--- src/spcr_pkg.sv ---
`default_nettype none

package spcr_pkg;

	// widths of the mass-sum divider
	localparam int unsigned NumW     = 64;
	localparam int unsigned DenW     = 32;
	localparam int unsigned QuoW     = 32;
	localparam int unsigned DivSteps = QuoW - 1;
	localparam int unsigned DivCntW  = $clog2(DivSteps);

	localparam logic [QuoW-1:0] SatPos = {1'b0, {(QuoW-1){1'b1}}};
	localparam logic [QuoW-1:0] SatNeg = {1'b1, {(QuoW-1){1'b0}}};

	typedef struct packed {
		logic               is_check;
		logic signed [31:0] pos_x;
		logic signed [31:0] pos_y;
		logic signed [31:0] pos_z;
		logic signed [31:0] vel_x;
		logic signed [31:0] vel_y;
		logic signed [31:0] vel_z;
		logic [30:0]        radius;
		logic [30:0]        mass;
	} in_word_t;

	typedef struct packed {
		logic               hit;
		logic signed [31:0] ref_new_vx;
		logic signed [31:0] ref_new_vy;
		logic signed [31:0] ref_new_vz;
		logic signed [31:0] other_new_vx;
		logic signed [31:0] other_new_vy;
		logic signed [31:0] other_new_vz;
	} out_word_t;

	typedef struct packed {
		logic            start;
		logic            neg;
		logic [NumW-1:0] num;
		logic [DenW-1:0] den;
	} div_req_t;

	typedef struct packed {
		logic            done;
		logic [QuoW-1:0] quo;
	} div_rsp_t;

endpackage

`default_nettype wire

--- src/spcr_div.sv ---
`default_nettype none

// Serial restoring divider: magnitude numerator over mass sum, one quotient
// bit a cycle, signed and saturated result.
module spcr_div (
	input  logic                clk,
	input  logic                arst_n,
	input  spcr_pkg::div_req_t  req,
	output spcr_pkg::div_rsp_t  rsp
);

	logic                              busy_q;
	logic                              chk_q;
	logic                              done_q;
	logic [spcr_pkg::DivCntW-1:0]      cnt_q;
	logic                              neg_q;
	logic [spcr_pkg::DenW:0]           rem_q;
	logic [spcr_pkg::DivSteps-1:0]     sh_q;
	logic [spcr_pkg::DenW-1:0]         den_q;
	logic [spcr_pkg::QuoW-1:0]         quo_q;

	logic                              sat;
	logic                              last;
	logic [spcr_pkg::DenW:0]           trial;
	logic                              fits;
	logic [spcr_pkg::DivSteps-1:0]     sh_next;
	logic [spcr_pkg::QuoW-1:0]         quo_mag;

	// quotient at or above 2^31 when the upper numerator bits reach the divisor
	assign sat     = rem_q >= {1'b0, den_q};
	assign last    = cnt_q == spcr_pkg::DivCntW'(spcr_pkg::DivSteps - 1);
	assign trial   = {rem_q[spcr_pkg::DenW-1:0], sh_q[spcr_pkg::DivSteps-1]};
	assign fits    = trial >= {1'b0, den_q};
	assign sh_next = {sh_q[spcr_pkg::DivSteps-2:0], fits};
	assign quo_mag = {1'b0, sh_next};

	always_ff @(posedge clk or negedge arst_n) begin
		if (!arst_n) begin
			busy_q <= 1'b0;
			chk_q  <= 1'b0;
			done_q <= 1'b0;
			cnt_q  <= '0;
		end else begin
			if (req.start) begin
				busy_q <= 1'b1;
				chk_q  <= 1'b1;
				done_q <= 1'b0;
				cnt_q  <= '0;
			end else if (busy_q && chk_q) begin
				chk_q  <= 1'b0;
				done_q <= sat;
				if (sat) begin
					busy_q <= 1'b0;
				end
			end else if (busy_q) begin
				cnt_q  <= cnt_q + 1'b1;
				done_q <= last;
				if (last) begin
					busy_q <= 1'b0;
				end
			end else begin
				done_q <= 1'b0;
			end
		end
	end

	always_ff @(posedge clk) begin
		if (req.start) begin
			rem_q <= req.num[spcr_pkg::NumW-1:spcr_pkg::DivSteps];
			sh_q  <= req.num[spcr_pkg::DivSteps-1:0];
			den_q <= req.den;
			neg_q <= req.neg;
		end else if (busy_q && chk_q) begin
			if (sat) begin
				quo_q <= neg_q ? spcr_pkg::SatNeg : spcr_pkg::SatPos;
			end
		end else if (busy_q) begin
			rem_q <= fits ? trial - {1'b0, den_q} : trial;
			sh_q  <= sh_next;
			if (last) begin
				quo_q <= neg_q ? -quo_mag : quo_mag;
			end
		end
	end

	assign rsp.done = done_q;
	assign rsp.quo  = quo_q;

endmodule

`default_nettype wire

--- config.mk ---
export PLATFORM = sky130hd
export DESIGN_NAME = spcr_div
export DESIGN_NICKNAME = d
export VERILOG_FILES = /design/src/spcr_pkg.sv /design/src/spcr_div.sv
export SDC_FILE = /design/constraint.sdc
export NUM_CORES = 1
export LEC_CHECK = 0
export BUFFER_PORTS_ARGS = -buffer_cell sky130_fd_sc_hd__buf_2
export CORE_MARGIN = 2
export CORE_UTILIZATION = 40
export DETAILED_ROUTE_END_ITERATION = 8
export SYNTH_ARGS = -nofsm -noshare
export SYNTH_HDL_FRONTEND = slang
export SYNTH_SLANG_ARGS = --single-unit
--- constraint.sdc ---
create_clock -name clk -period 8.54 [get_ports clk]
set_input_delay 0.427 -clock clk [delete_from_list [all_inputs] [get_ports clk]]
set_output_delay 0.427 -clock clk [all_outputs]
set_load 0.01 [all_outputs]
==> flow_metrics.py, run 1 <==
metrics = {
    "outcome": {
        "status": "completed",
    },
    "clock_tree": {
        "htreeDepth": 4,
        "cts_max_path_buffers": 2,
        "cts_setup_buffers": 0,
        "clkTransAtPathRegs_ps": 70,
        "cts_buffers": 17,
        "clkLatencyLatePin_ps": 440,
        "cts.sinks": 137,
        "ctsRootBufferMaster": "clkbuf_16",
        "cts_tree": "done",
    },
    "detailed_routing": {
        "route.detailed.drc": 0,
        "ant_nets": 0,
        "first_iter_violations": 455,
        "drtPass1Iterations": 5,
        "route.vias.total": 7572,
        "drt-total-wl_um": 23900,
        "wl_per_cell_um": 18.0,
        "via_per_inst": 5.69,
    },
    "grt": {
        "grt_pass1_wl_um": 38500,
        "antenna_found_initial": 0,
        "grt_max_degree": 53,
        "grt_overflow": 0,
        "grt_pass1_vias": 7313,
        "grt.total_usage_pct": 20.1,
    },
    "synth": {
        "synth_top_cell_by_area": "edfxtp_1",
        "synth_area_leaders": "edfxtp_1 (42%), ha_1 (9.1%), nand2_1 (3.9%), mux2_2 (3.4%), nor2_1 (2.9%)",
        "syn_nets": 1091,
        "synthArstFlopShare_pct": 5.84,
        "yosys_warnings": 0,
        "netlist_instances": 923,
        "ys_types": 74,
        "synthesis.area_mm2": 0.00922,
        "ys_seq_area_share_pct": 44.2,
        "synthFlopType": "edfxtp_1",
        "syn_avg_cell_area_um2": 9.99,
        "yosys.area.top_type_share_pct": 42.0,
        "synth_edf_count": 129,
        "synth_seq_cells": 137,
    },
    "timing": {
        "slew_headroom_pct": 28.4,
        "setup_viol": 0,
        "tightest_slew_ps": 1060,
        "fin_skew_ps": 10.4,
        "fmax_mhz": 196,
        "setup-tns-final_ps": 0,
        "finalCritPeriodShare_pct": 59.7,
        "slew_violations": 0,
        "hold_viol_final": 0,
        "rsz0062_at_grt": "false",
        "fin_crit_ps": 5100,
    },
    "floorplanning": {
        "io_pins": 133,
        "die_w_um": 156,
        "core_mm2": 0.0226,
        "fp.dieArea_mm2": 0.0243,
        "initial_core_util_pct": 40.7,
        "rows": 55,
        "die_h_um": 156,
    },
    "layout": {
        "drive_gt1_share_pct": 20.7,
        "final_common_cell": "buf_2",
        "fin_nets": 1200,
        "layout_common_cells": "buf_2 (131), edfxtp_1 (129), nand2_1 (96)",
        "design_area_mm2": 0.0106,
        "area_delta_synth_final_pct": 15.3,
    },
    "worst_setup_path": {
        "crit_required_ps": 8790,
        "cp_slowest_cell": "inv_4",
        "crit_buf_inv": 2,
        "worst_ep_arrival_time_ps": 5350,
        "path_cells": "ha_1, a21oi_1, o2111ai_1, a31o_1, o21ai_2, a2111oi_4, or2_1, buf_4, inv_4, ha_1, nor2b_1, nand3_1, or2_1, or3_1, nor4_1, o21ai_0, o311ai_1",
        "crit_path_max_incr_delay_ps": 480,
        "critPathTopFamily": "simple AND/OR/NAND/NOR gates",
        "crit_path_max_fanout": 46,
        "worstSetupPathType": "reg2reg",
        "r2r_slack_ps": 3440,
        "start_kind": "flip-flop",
        "worstSetupEndpointType": "flip-flop",
    },
    "min_path": {
        "hold_class": "in2reg",
    },
    "power": {
        "ir_drop_v": 0.000120,
        "p_leak_nw": 4.29,
        "p_per_area_mw_per_mm2": 251,
    },
    "run": {
        "drv_cap": 0,
    },
    "placed_design": {
        "place.gp.congestion": 0.842,
        "numPortBuffers": 132,
        "place_area_mm2": 0.0101,
        "hpwlAfterDp_um": 17100,
    },
}
-- final cells by class --
| type | instances | area [um2] |
|---|---|---|
| Timing Repair Buffer | 138 | 711 |
| Clock inverter | 15 | 130 |
| Sequential cell | 137 | 4070 |
| Inverter | 51 | 194 |
| Tap cell | 285 | 357 |
| Multi-Input combinational cell | 687 | 4740 |
| Clock buffer | 17 | 425 |
| Fill cell | 2167 | 12000 |
| Antenna cell | 1 | 2.50 |
-- routing by layer --
layer,track usage [%],share of wire [%],vias up
li1,-,-,3741
met1,27.0,46,3569
met2,33.3,47,229
met3,3.19,4.8,33
met4,6.29,2.0,0
met5,0,0,-
-- path summary, 6_finish.rpt --
kind	start	to	cells past startpoint
worst max-delay path	rem_q[17]$_DFFE_PP_	quo_q[26]$_DFFE_PP_	17
worst min-delay path	req[4]	den_q[4]$_DFFE_PP_	1
worst max register to register	rem_q[17]$_DFFE_PP_	quo_q[26]$_DFFE_PP_	17
worst min register to register	busy_q$_DFFE_PN0P_	chk_q$_DFFE_PN0P_	1
max in group asynchronous	arst_n	busy_q$_DFFE_PN0P_	2
min in group asynchronous	arst_n	cnt_q[2]$_DFFE_PN0P_	2
-- registers in the layout (all words and copies together), names as in the netlist --
name and count:
busy_q 1, chk_q 1, cnt_q 5, den_q 32
done_q 1, neg_q 1, quo_q 32, rem_q 33
sh_q 31
-- cells in the mapped netlist, types with 10 or more instances --
cell type  count
edfxtp_1     129
nand2_1       97
nor2_1        72
ha_1          67
a21oi_1       52
inv_1         49
o21ai_0       44
clkbuf_1      33
mux2_2        28
nor3_1        24
a31oi_1       22
nand4_1       22
a21o_1        20
nand3_1       20
nor4_1        15
xnor2_1       14
or3_1         12
o311ai_0      11
nor2b_1       10
o21a_1        10
-- stage by stage --
step	power [mW]	setup WS (ps)	std cells	util, %	hold slack [ps]
2_1_floorplan	1.71	4180	923	-	131
3_3_place_gp	1.95	3600	1297	44.5	284
3_5_place_dp	1.96	3500	1297	44.5	281
4_1_cts	2.68	3470	1330	47.0	150
5_1_grt	2.85	3000	1330	47.0	153
6_report	2.67	3440	1331	47.0	157
-- power by group --
part	switching (mW)	leakage (nW)	total, mW	internal, mW
combinational	0.603	2.67	0.999	0.396
clock	0.332	0.264	0.714	0.382
sequential	0.0823	1.36	0.956	0.874
total	1.02	4.29	2.67	1.65
-- cell families (layout without fill, tap and decap cells) --
family	count (synthesis)	in the layout	share of synthesized area, %
flip-flops	137	137	44.2
adder cells (fa/ha/maj)	68	68	9.31
XOR/XNOR	23	23	2.18
multiplexers	33	33	3.96
AO/OA/AOI/OAI	248	248	18.8
buffers and inverters	99	221	4.61
other	0	1	0
AND/OR/NAND/NOR	315	315	16.9
-- repair_timing --
action | in CTS | in global routing
resized for setup | 0 | 0
hold buffers | 1 | 0
endpoints found under the hold margin | 8 | 0
No activity file was read; power rests on OpenSTA's default activity.
==> run 2: changes to the inputs <==
==> constraint.sdc (replaced) <==
create_clock -name clk -period 5.3 [get_ports clk]
set_input_delay 0.265 -clock clk [delete_from_list [all_inputs] [get_ports clk]]
set_output_delay 0.265 -clock clk [all_outputs]
set_load 0.01 [all_outputs]
==> run 2 against run 1 <==
Net effect: non-clock buffer count increased by 37; cell area increased by 3.7%; sequential share of layout area decreased by 1.4 points; routed wire length increased by 1.5%; cell count increased by 2.7%; critical endpoint unchanged.
==> flow_metrics.py, run 2 (synthesis gave the netlist of run 1 again) <==
metrics = {
    "outcome": {
        "status": "completed",
    },
    "timing": {
        "setup_viol": 0,
        "finalCritPeriodShare_pct": 81.1,
        "hold_viol_final": 0,
        "fin_hold_ws_ps": 55.8,
        "fmax_mhz": 233,
        "tightest_slew_ps": 1100,
        "setup-tns-final_ps": 0,
        "slew_headroom_pct": 25.7,
        "slew_violations": 0,
        "fin_skew_ps": 12.0,
        "fin_ws_ps": 1000,
        "rsz0062_at_grt": "false",
        "fin_crit_ps": 4300,
    },
    "clock_tree": {
        "cts.sinks": 137,
        "cts_max_path_buffers": 2,
        "clkLatencyLatePin_ps": 430,
        "cts_tree": "done",
        "postCtsResizedCells": 0,
        "clkTransAtPathRegs_ps": 60,
        "htreeDepth": 4,
        "ctsRootBufferMaster": "clkbuf_16",
        "cts_buffers": 17,
    },
    "placed_design": {
        "pre_cts_slack_ps": 1020,
        "numPortBuffers": 132,
        "place.gp.congestion": 0.819,
        "hpwlAfterDp_um": 17200,
        "place_area_mm2": 0.0101,
    },
    "min_path": {
        "min_to": "den_q[1]$_DFFE_PP_",
        "worstHoldPathCells": 1,
        "hold_class": "in2reg",
        "hold_path_startpoint": "req[1]",
    },
    "floorplanning": {
        "initial_core_util_pct": 40.7,
        "die_h_um": 156,
        "fp.dieArea_mm2": 0.0243,
        "die_w_um": 156,
        "rows": 55,
        "core_mm2": 0.0226,
        "io_pins": 133,
    },
    "worst_setup_path": {
        "start_kind": "flip-flop",
        "worst_ep_arrival_time_ps": 4540,
        "worstSetupPathType": "reg2reg",
        "crit_path_max_fanout": 8,
        "r2r_slack_ps": 1000,
        "r2r_cells": 16,
        "r2r_start": "rem_q[17]$_DFFE_PP_",
        "worstSetupEndpointType": "flip-flop",
        "crit_required_ps": 5540,
        "reg2reg_to": "quo_q[26]$_DFFE_PP_",
    },
    "layout": {
        "layout_common_cells": "buf_2 (131), edfxtp_1 (129), nand2_1 (96)",
        "fin_nets": 1237,
        "largestRegisters": "rem_q x33, den_q x32, quo_q x32",
        "max_flop_register": "rem_q",
        "design_area_mm2": 0.0110,
        "area_delta_synth_final_pct": 19.6,
        "drive_gt1_share_pct": 20.1,
        "antennaDiodeCount": 0,
        "largest_reg_flops": 33,
        "final_common_cell": "buf_2",
    },
    "grt": {
        "grt_pass1_wl_um": 38800,
        "grt.total_usage_pct": 20.3,
        "grt_overflow": 0,
        "grt_pass1_vias": 7445,
        "grt_max_degree": 53,
        "antenna_found_initial": 0,
    },
    "detailed_routing": {
        "drtPass1Iterations": 5,
        "route.detailed.drc": 0,
        "wl_per_cell_um": 17.8,
        "ant_nets": 0,
        "drt-total-wl_um": 24300,
        "via_per_inst": 5.61,
        "route.vias.total": 7669,
        "first_iter_violations": 447,
    },
    "run": {
        "drv_cap": 0,
    },
    "power": {
        "p_leak_nw": 4.49,
        "p_per_area_mw_per_mm2": 398,
        "ir_drop_v": 0.000205,
    },
}
-- run 2: cell types whose count changed in the layout (fill, tap and decap cells not counted), sizes merged --
cell	before	now
inv	60	55
clkinvlp	4	0
buf	137	142
clkbuf	17	25
dlygate4sd3	1	33
diode	1	0
clkinv	2	3
-- run 2: routing by layer --
metal	vias up	track usage [%]	routed length (um)
met2	227	34.0	11800
met4	0	5.85	343
met5	-	0	0
met1	3601	26.8	10900
li1	3812	-	-
met3	29	4.00	1270
-- run 2: area by class of cell --
class                   instances  area (um2)
multi-input cells             687        4740
inverters                      51         194
well taps                     285         357
flip-flops and latches        137        4070
clock inverters                 7        47.5
fillers                      2139       11600
repair buffers                175        1070
clock buffers                  25         551
-- run 2: worst max path at each step --
stage,from,end,slack (ps),depth (start not counted)
after floorplan,rem_q[1]$_DFFE_PP_,quo_q[0]$_DFFE_PP_,940,9
after global placement,rem_q[17]$_DFFE_PP_,quo_q[26]$_DFFE_PP_,1130,16
after detailed placement,rem_q[17]$_DFFE_PP_,quo_q[26]$_DFFE_PP_,1020,16
after CTS,rem_q[17]$_DFFE_PP_,quo_q[26]$_DFFE_PP_,1000,16
after global routing,rem_q[17]$_DFFE_PP_,quo_q[26]$_DFFE_PP_,700,16
final,rem_q[17]$_DFFE_PP_,quo_q[26]$_DFFE_PP_,1000,16
-- run 2: what timing repair did --
item,in CTS,in global routing
hold buffers,32,1
endpoints found under the hold margin,39,1
setup buffers,0,0
-- run 2: through the flow --
step | instances | power [mW] | util [%]
final | 1367 | 4.39 | 48.7
after global routing | 1367 | 4.68 | 48.7
after CTS | 1366 | 4.41 | 48.7
after detailed placement | 1302 | 3.16 | 44.6
after global placement | 1302 | 3.16 | 44.6
after floorplan | 923 | 2.75 | -
-- run 2: critical path, cell delays in order, from the launching register on --
cell       delay (ps)
edfxtp_1          410
ha_1              450
a21oi_1           290
o2111ai_1         180
a31o_1            260
o21ai_2           250
a2111oi_4         150
or2_1             280
inv_4              60
ha_1              180
nor2b_1           280
nand3_1           160
or2_1             340
or3_1             420
nor4_1            160
o21ai_0           110
o311ai_1          120
-- run 2: power breakdown --
part,switching (mW),internal [mW]
registers,0.132,1.41
clock network,0.486,0.726
logic,0.981,0.660
total,1.60,2.79
==> run 3: changes to the inputs <==
==> constraint.sdc (replaced) <==
create_clock -name clk -period 4.4 [get_ports clk]
set_input_delay 0.22 -clock clk [delete_from_list [all_inputs] [get_ports clk]]
set_output_delay 0.22 -clock clk [all_outputs]
set_load 0.01 [all_outputs]
==> run 3 against run 2 <==
Net effect: register-to-register slack worse by 750 ps; via count rose by 1.3%; combinational power up 23%; global-route usage barely moved; non-clock buffer count increased by 7; sequential power up 20%; critical path type unchanged; first-iteration DRC count up 6.5%; routed wire length is 1.3% higher; setup slack lost 750 ps.
==> flow_metrics.py, run 3 (synthesis gave the netlist of run 1 again) <==
metrics = {
    "power": {
        "p_int_mw": 3.40,
        "p_clk_share_pct": 27.2,
        "p_per_area_mw_per_mm2": 479,
        "seq_power_share_pct": 35.0,
        "switchingPower_mw": 1.91,
        "ir_drop_v": 0.000261,
        "p_leak_nw": 4.49,
        "combPwrFrac_pct": 37.8,
        "switching_share_pct": 36.0,
    },
    "clock_tree": {
        "htreeDepth": 4,
        "cts_buffers": 17,
        "cts_max_path_buffers": 2,
        "cts.sinks": 137,
        "clkLatencyLatePin_ps": 420,
        "clkTransAtPathRegs_ps": 60,
        "ctsRootBufferMaster": "clkbuf_16",
        "cts_tree": "done",
    },
    "layout": {
        "max_flop_register": "rem_q",
        "largest_reg_flops": 33,
        "area.sequential_mm2": 0.00407,
        "multiInputGateArea_mm2": 0.00475,
        "area_delta_synth_final_pct": 20.1,
        "drive_gt1_share_pct": 20.6,
        "largestRegisters": "rem_q x33, den_q x32, quo_q x32",
        "final_common_cell": "buf_2",
        "fin_nets": 1244,
        "fillers": 2142,
        "fin_util_pct": 48.9,
        "layout_common_cells": "buf_2 (131), edfxtp_1 (129), nand2_1 (96)",
        "antennaDiodeCount": 0,
    },
    "min_path": {
        "worstHoldPathCells": 3,
        "hold_class": "in2reg",
        "min_to": "rem_q[11]$_DFFE_PP_",
        "hold_path_startpoint": "req[74]",
    },
    "grt": {
        "grt_pass1_vias": 7591,
        "grt_pass1_wl_um": 38800,
        "grt.total_usage_pct": 20.3,
        "grt_max_degree": 62,
        "antenna_found_initial": 0,
        "grt_overflow": 0,
    },
    "timing": {
        "fin_ws_ps": 252,
        "slew_violations": 0,
        "fin_crit_ps": 4150,
        "rsz0062_at_grt": "false",
        "tightest_slew_ps": 1200,
        "fmax_mhz": 241,
        "setup_viol": 0,
        "slew_headroom_pct": 18.7,
        "finalCritPeriodShare_pct": 94.3,
        "hold_viol_final": 0,
        "setup-tns-final_ps": 0,
        "fin_skew_ps": 7.01,
    },
    "detailed_routing": {
        "wl_per_cell_um": 17.9,
        "drtPass1Iterations": 5,
        "route.detailed.drc": 0,
        "ant_nets": 0,
        "route.vias.total": 7772,
        "via_per_inst": 5.66,
        "first_iter_violations": 476,
        "drt-total-wl_um": 24600,
    },
    "worst_setup_path": {
        "crit_required_ps": 4630,
        "reg2reg_to": "quo_q[26]$_DFFE_PP_",
        "r2r_start": "rem_q[17]$_DFFE_PP_",
        "worstSetupEndpointType": "flip-flop",
        "worst_ep_arrival_time_ps": 4380,
        "r2r_cells": 16,
        "worstSetupPathType": "reg2reg",
        "crit_path_max_fanout": 6,
        "start_kind": "flip-flop",
        "r2r_slack_ps": 250,
    },
    "placed_design": {
        "numPortBuffers": 132,
        "hpwlAfterDp_um": 17600,
        "pre_cts_slack_ps": 274,
        "place.gp.congestion": 0.844,
    },
    "floorplanning": {
        "die_w_um": 156,
        "rows": 55,
        "die_h_um": 156,
        "initial_core_util_pct": 40.7,
        "fp.dieArea_mm2": 0.0243,
        "io_pins": 133,
        "core_mm2": 0.0226,
    },
    "outcome": {
        "status": "completed",
    },
    "run": {
        "drv_cap": 0,
    },
}
-- run 3: cell count changes in the layout (fill, tap and decap cells not counted), sizes merged --
cell         change
dlygate4sd3      +1
clkbuf           -5
buf              +6
clkinv           +2
bufinv           +3
inv              -4
clkinvlp         +3
-- run 3: worst max path at each step --
stage	start	endpoint	slack, ps	cells after the start
2_1_floorplan	rem_q[1]$_DFFE_PP_	quo_q[0]$_DFFE_PP_	40	9
3_3_place_gp	rem_q[17]$_DFFE_PP_	quo_q[26]$_DFFE_PP_	380	16
3_5_place_dp	rem_q[13]$_DFFE_PP_	quo_q[26]$_DFFE_PP_	270	16
4_1_cts	rem_q[13]$_DFFE_PP_	quo_q[26]$_DFFE_PP_	240	16
5_1_grt	rem_q[6]$_DFFE_PP_	quo_q[26]$_DFFE_PP_	20	16
6_report	rem_q[17]$_DFFE_PP_	quo_q[26]$_DFFE_PP_	250	16
-- run 3: critical path: stages (launching register included) --
cell       delay (ps)
edfxtp_1          410
ha_1              330
a21oi_1           250
o2111ai_1         180
a31o_1            270
o21ai_2           270
a2111oi_4         130
or2_1             270
inv_4              60
ha_1              190
nor2b_1           290
nand3_1           170
or2_1             350
or3_1             420
nor4_1            160
o21ai_0           110
o311ai_1          120
-- run 3: final cells by class --
class                      count  area share (%)
clock buffer                  20            3.94
clock inverter                11            1.33
inverter                      51            1.75
multi-input combinational    687            42.8
sequential                   137            36.8
tap                          285            3.22
timing repair buffer         182            10.1
-- run 3: what timing repair did --
action	CTS	global route
hold buffers	33	1
buffers inserted	0	0
endpoints found under the setup margin	0	2
gates resized for setup	0	2
hold endpoints to repair	40	1
-- run 3: power by group through the flow --
stage	registers, mW	logic (mW)	clock network (mW)
global route	1.88	2.23	1.53
detailed placement	1.88	1.96	0
global placement	1.87	1.95	0
CTS	1.85	2.00	1.48
finish	1.85	2.01	1.45
floorplan	1.85	1.47	0
-- run 3: through the flow --
step / std cells / hold WS, ps / power, mW / area, um2
final: 1373 / 79.5 / 5.30 / 11100
after global routing: 1373 / 85.9 / 5.64 / 11100
after CTS: 1372 / 5.47 / 5.34 / 11100
after detailed placement: 1308 / 80.9 / 3.84 / 10100
after global placement: 1308 / 81.9 / 3.83 / 10100
after floorplan: 923 / -75.6 / 3.32 / 9220
-- run 3: metal layers --
layer,track usage (%),vias to the layer above,share of wire [%]
met5,0,-,0
met4,5.85,0,1.5
met3,3.81,23,5.3
met2,35.5,247,49
met1,25.6,3686,44
li1,-,3816,-
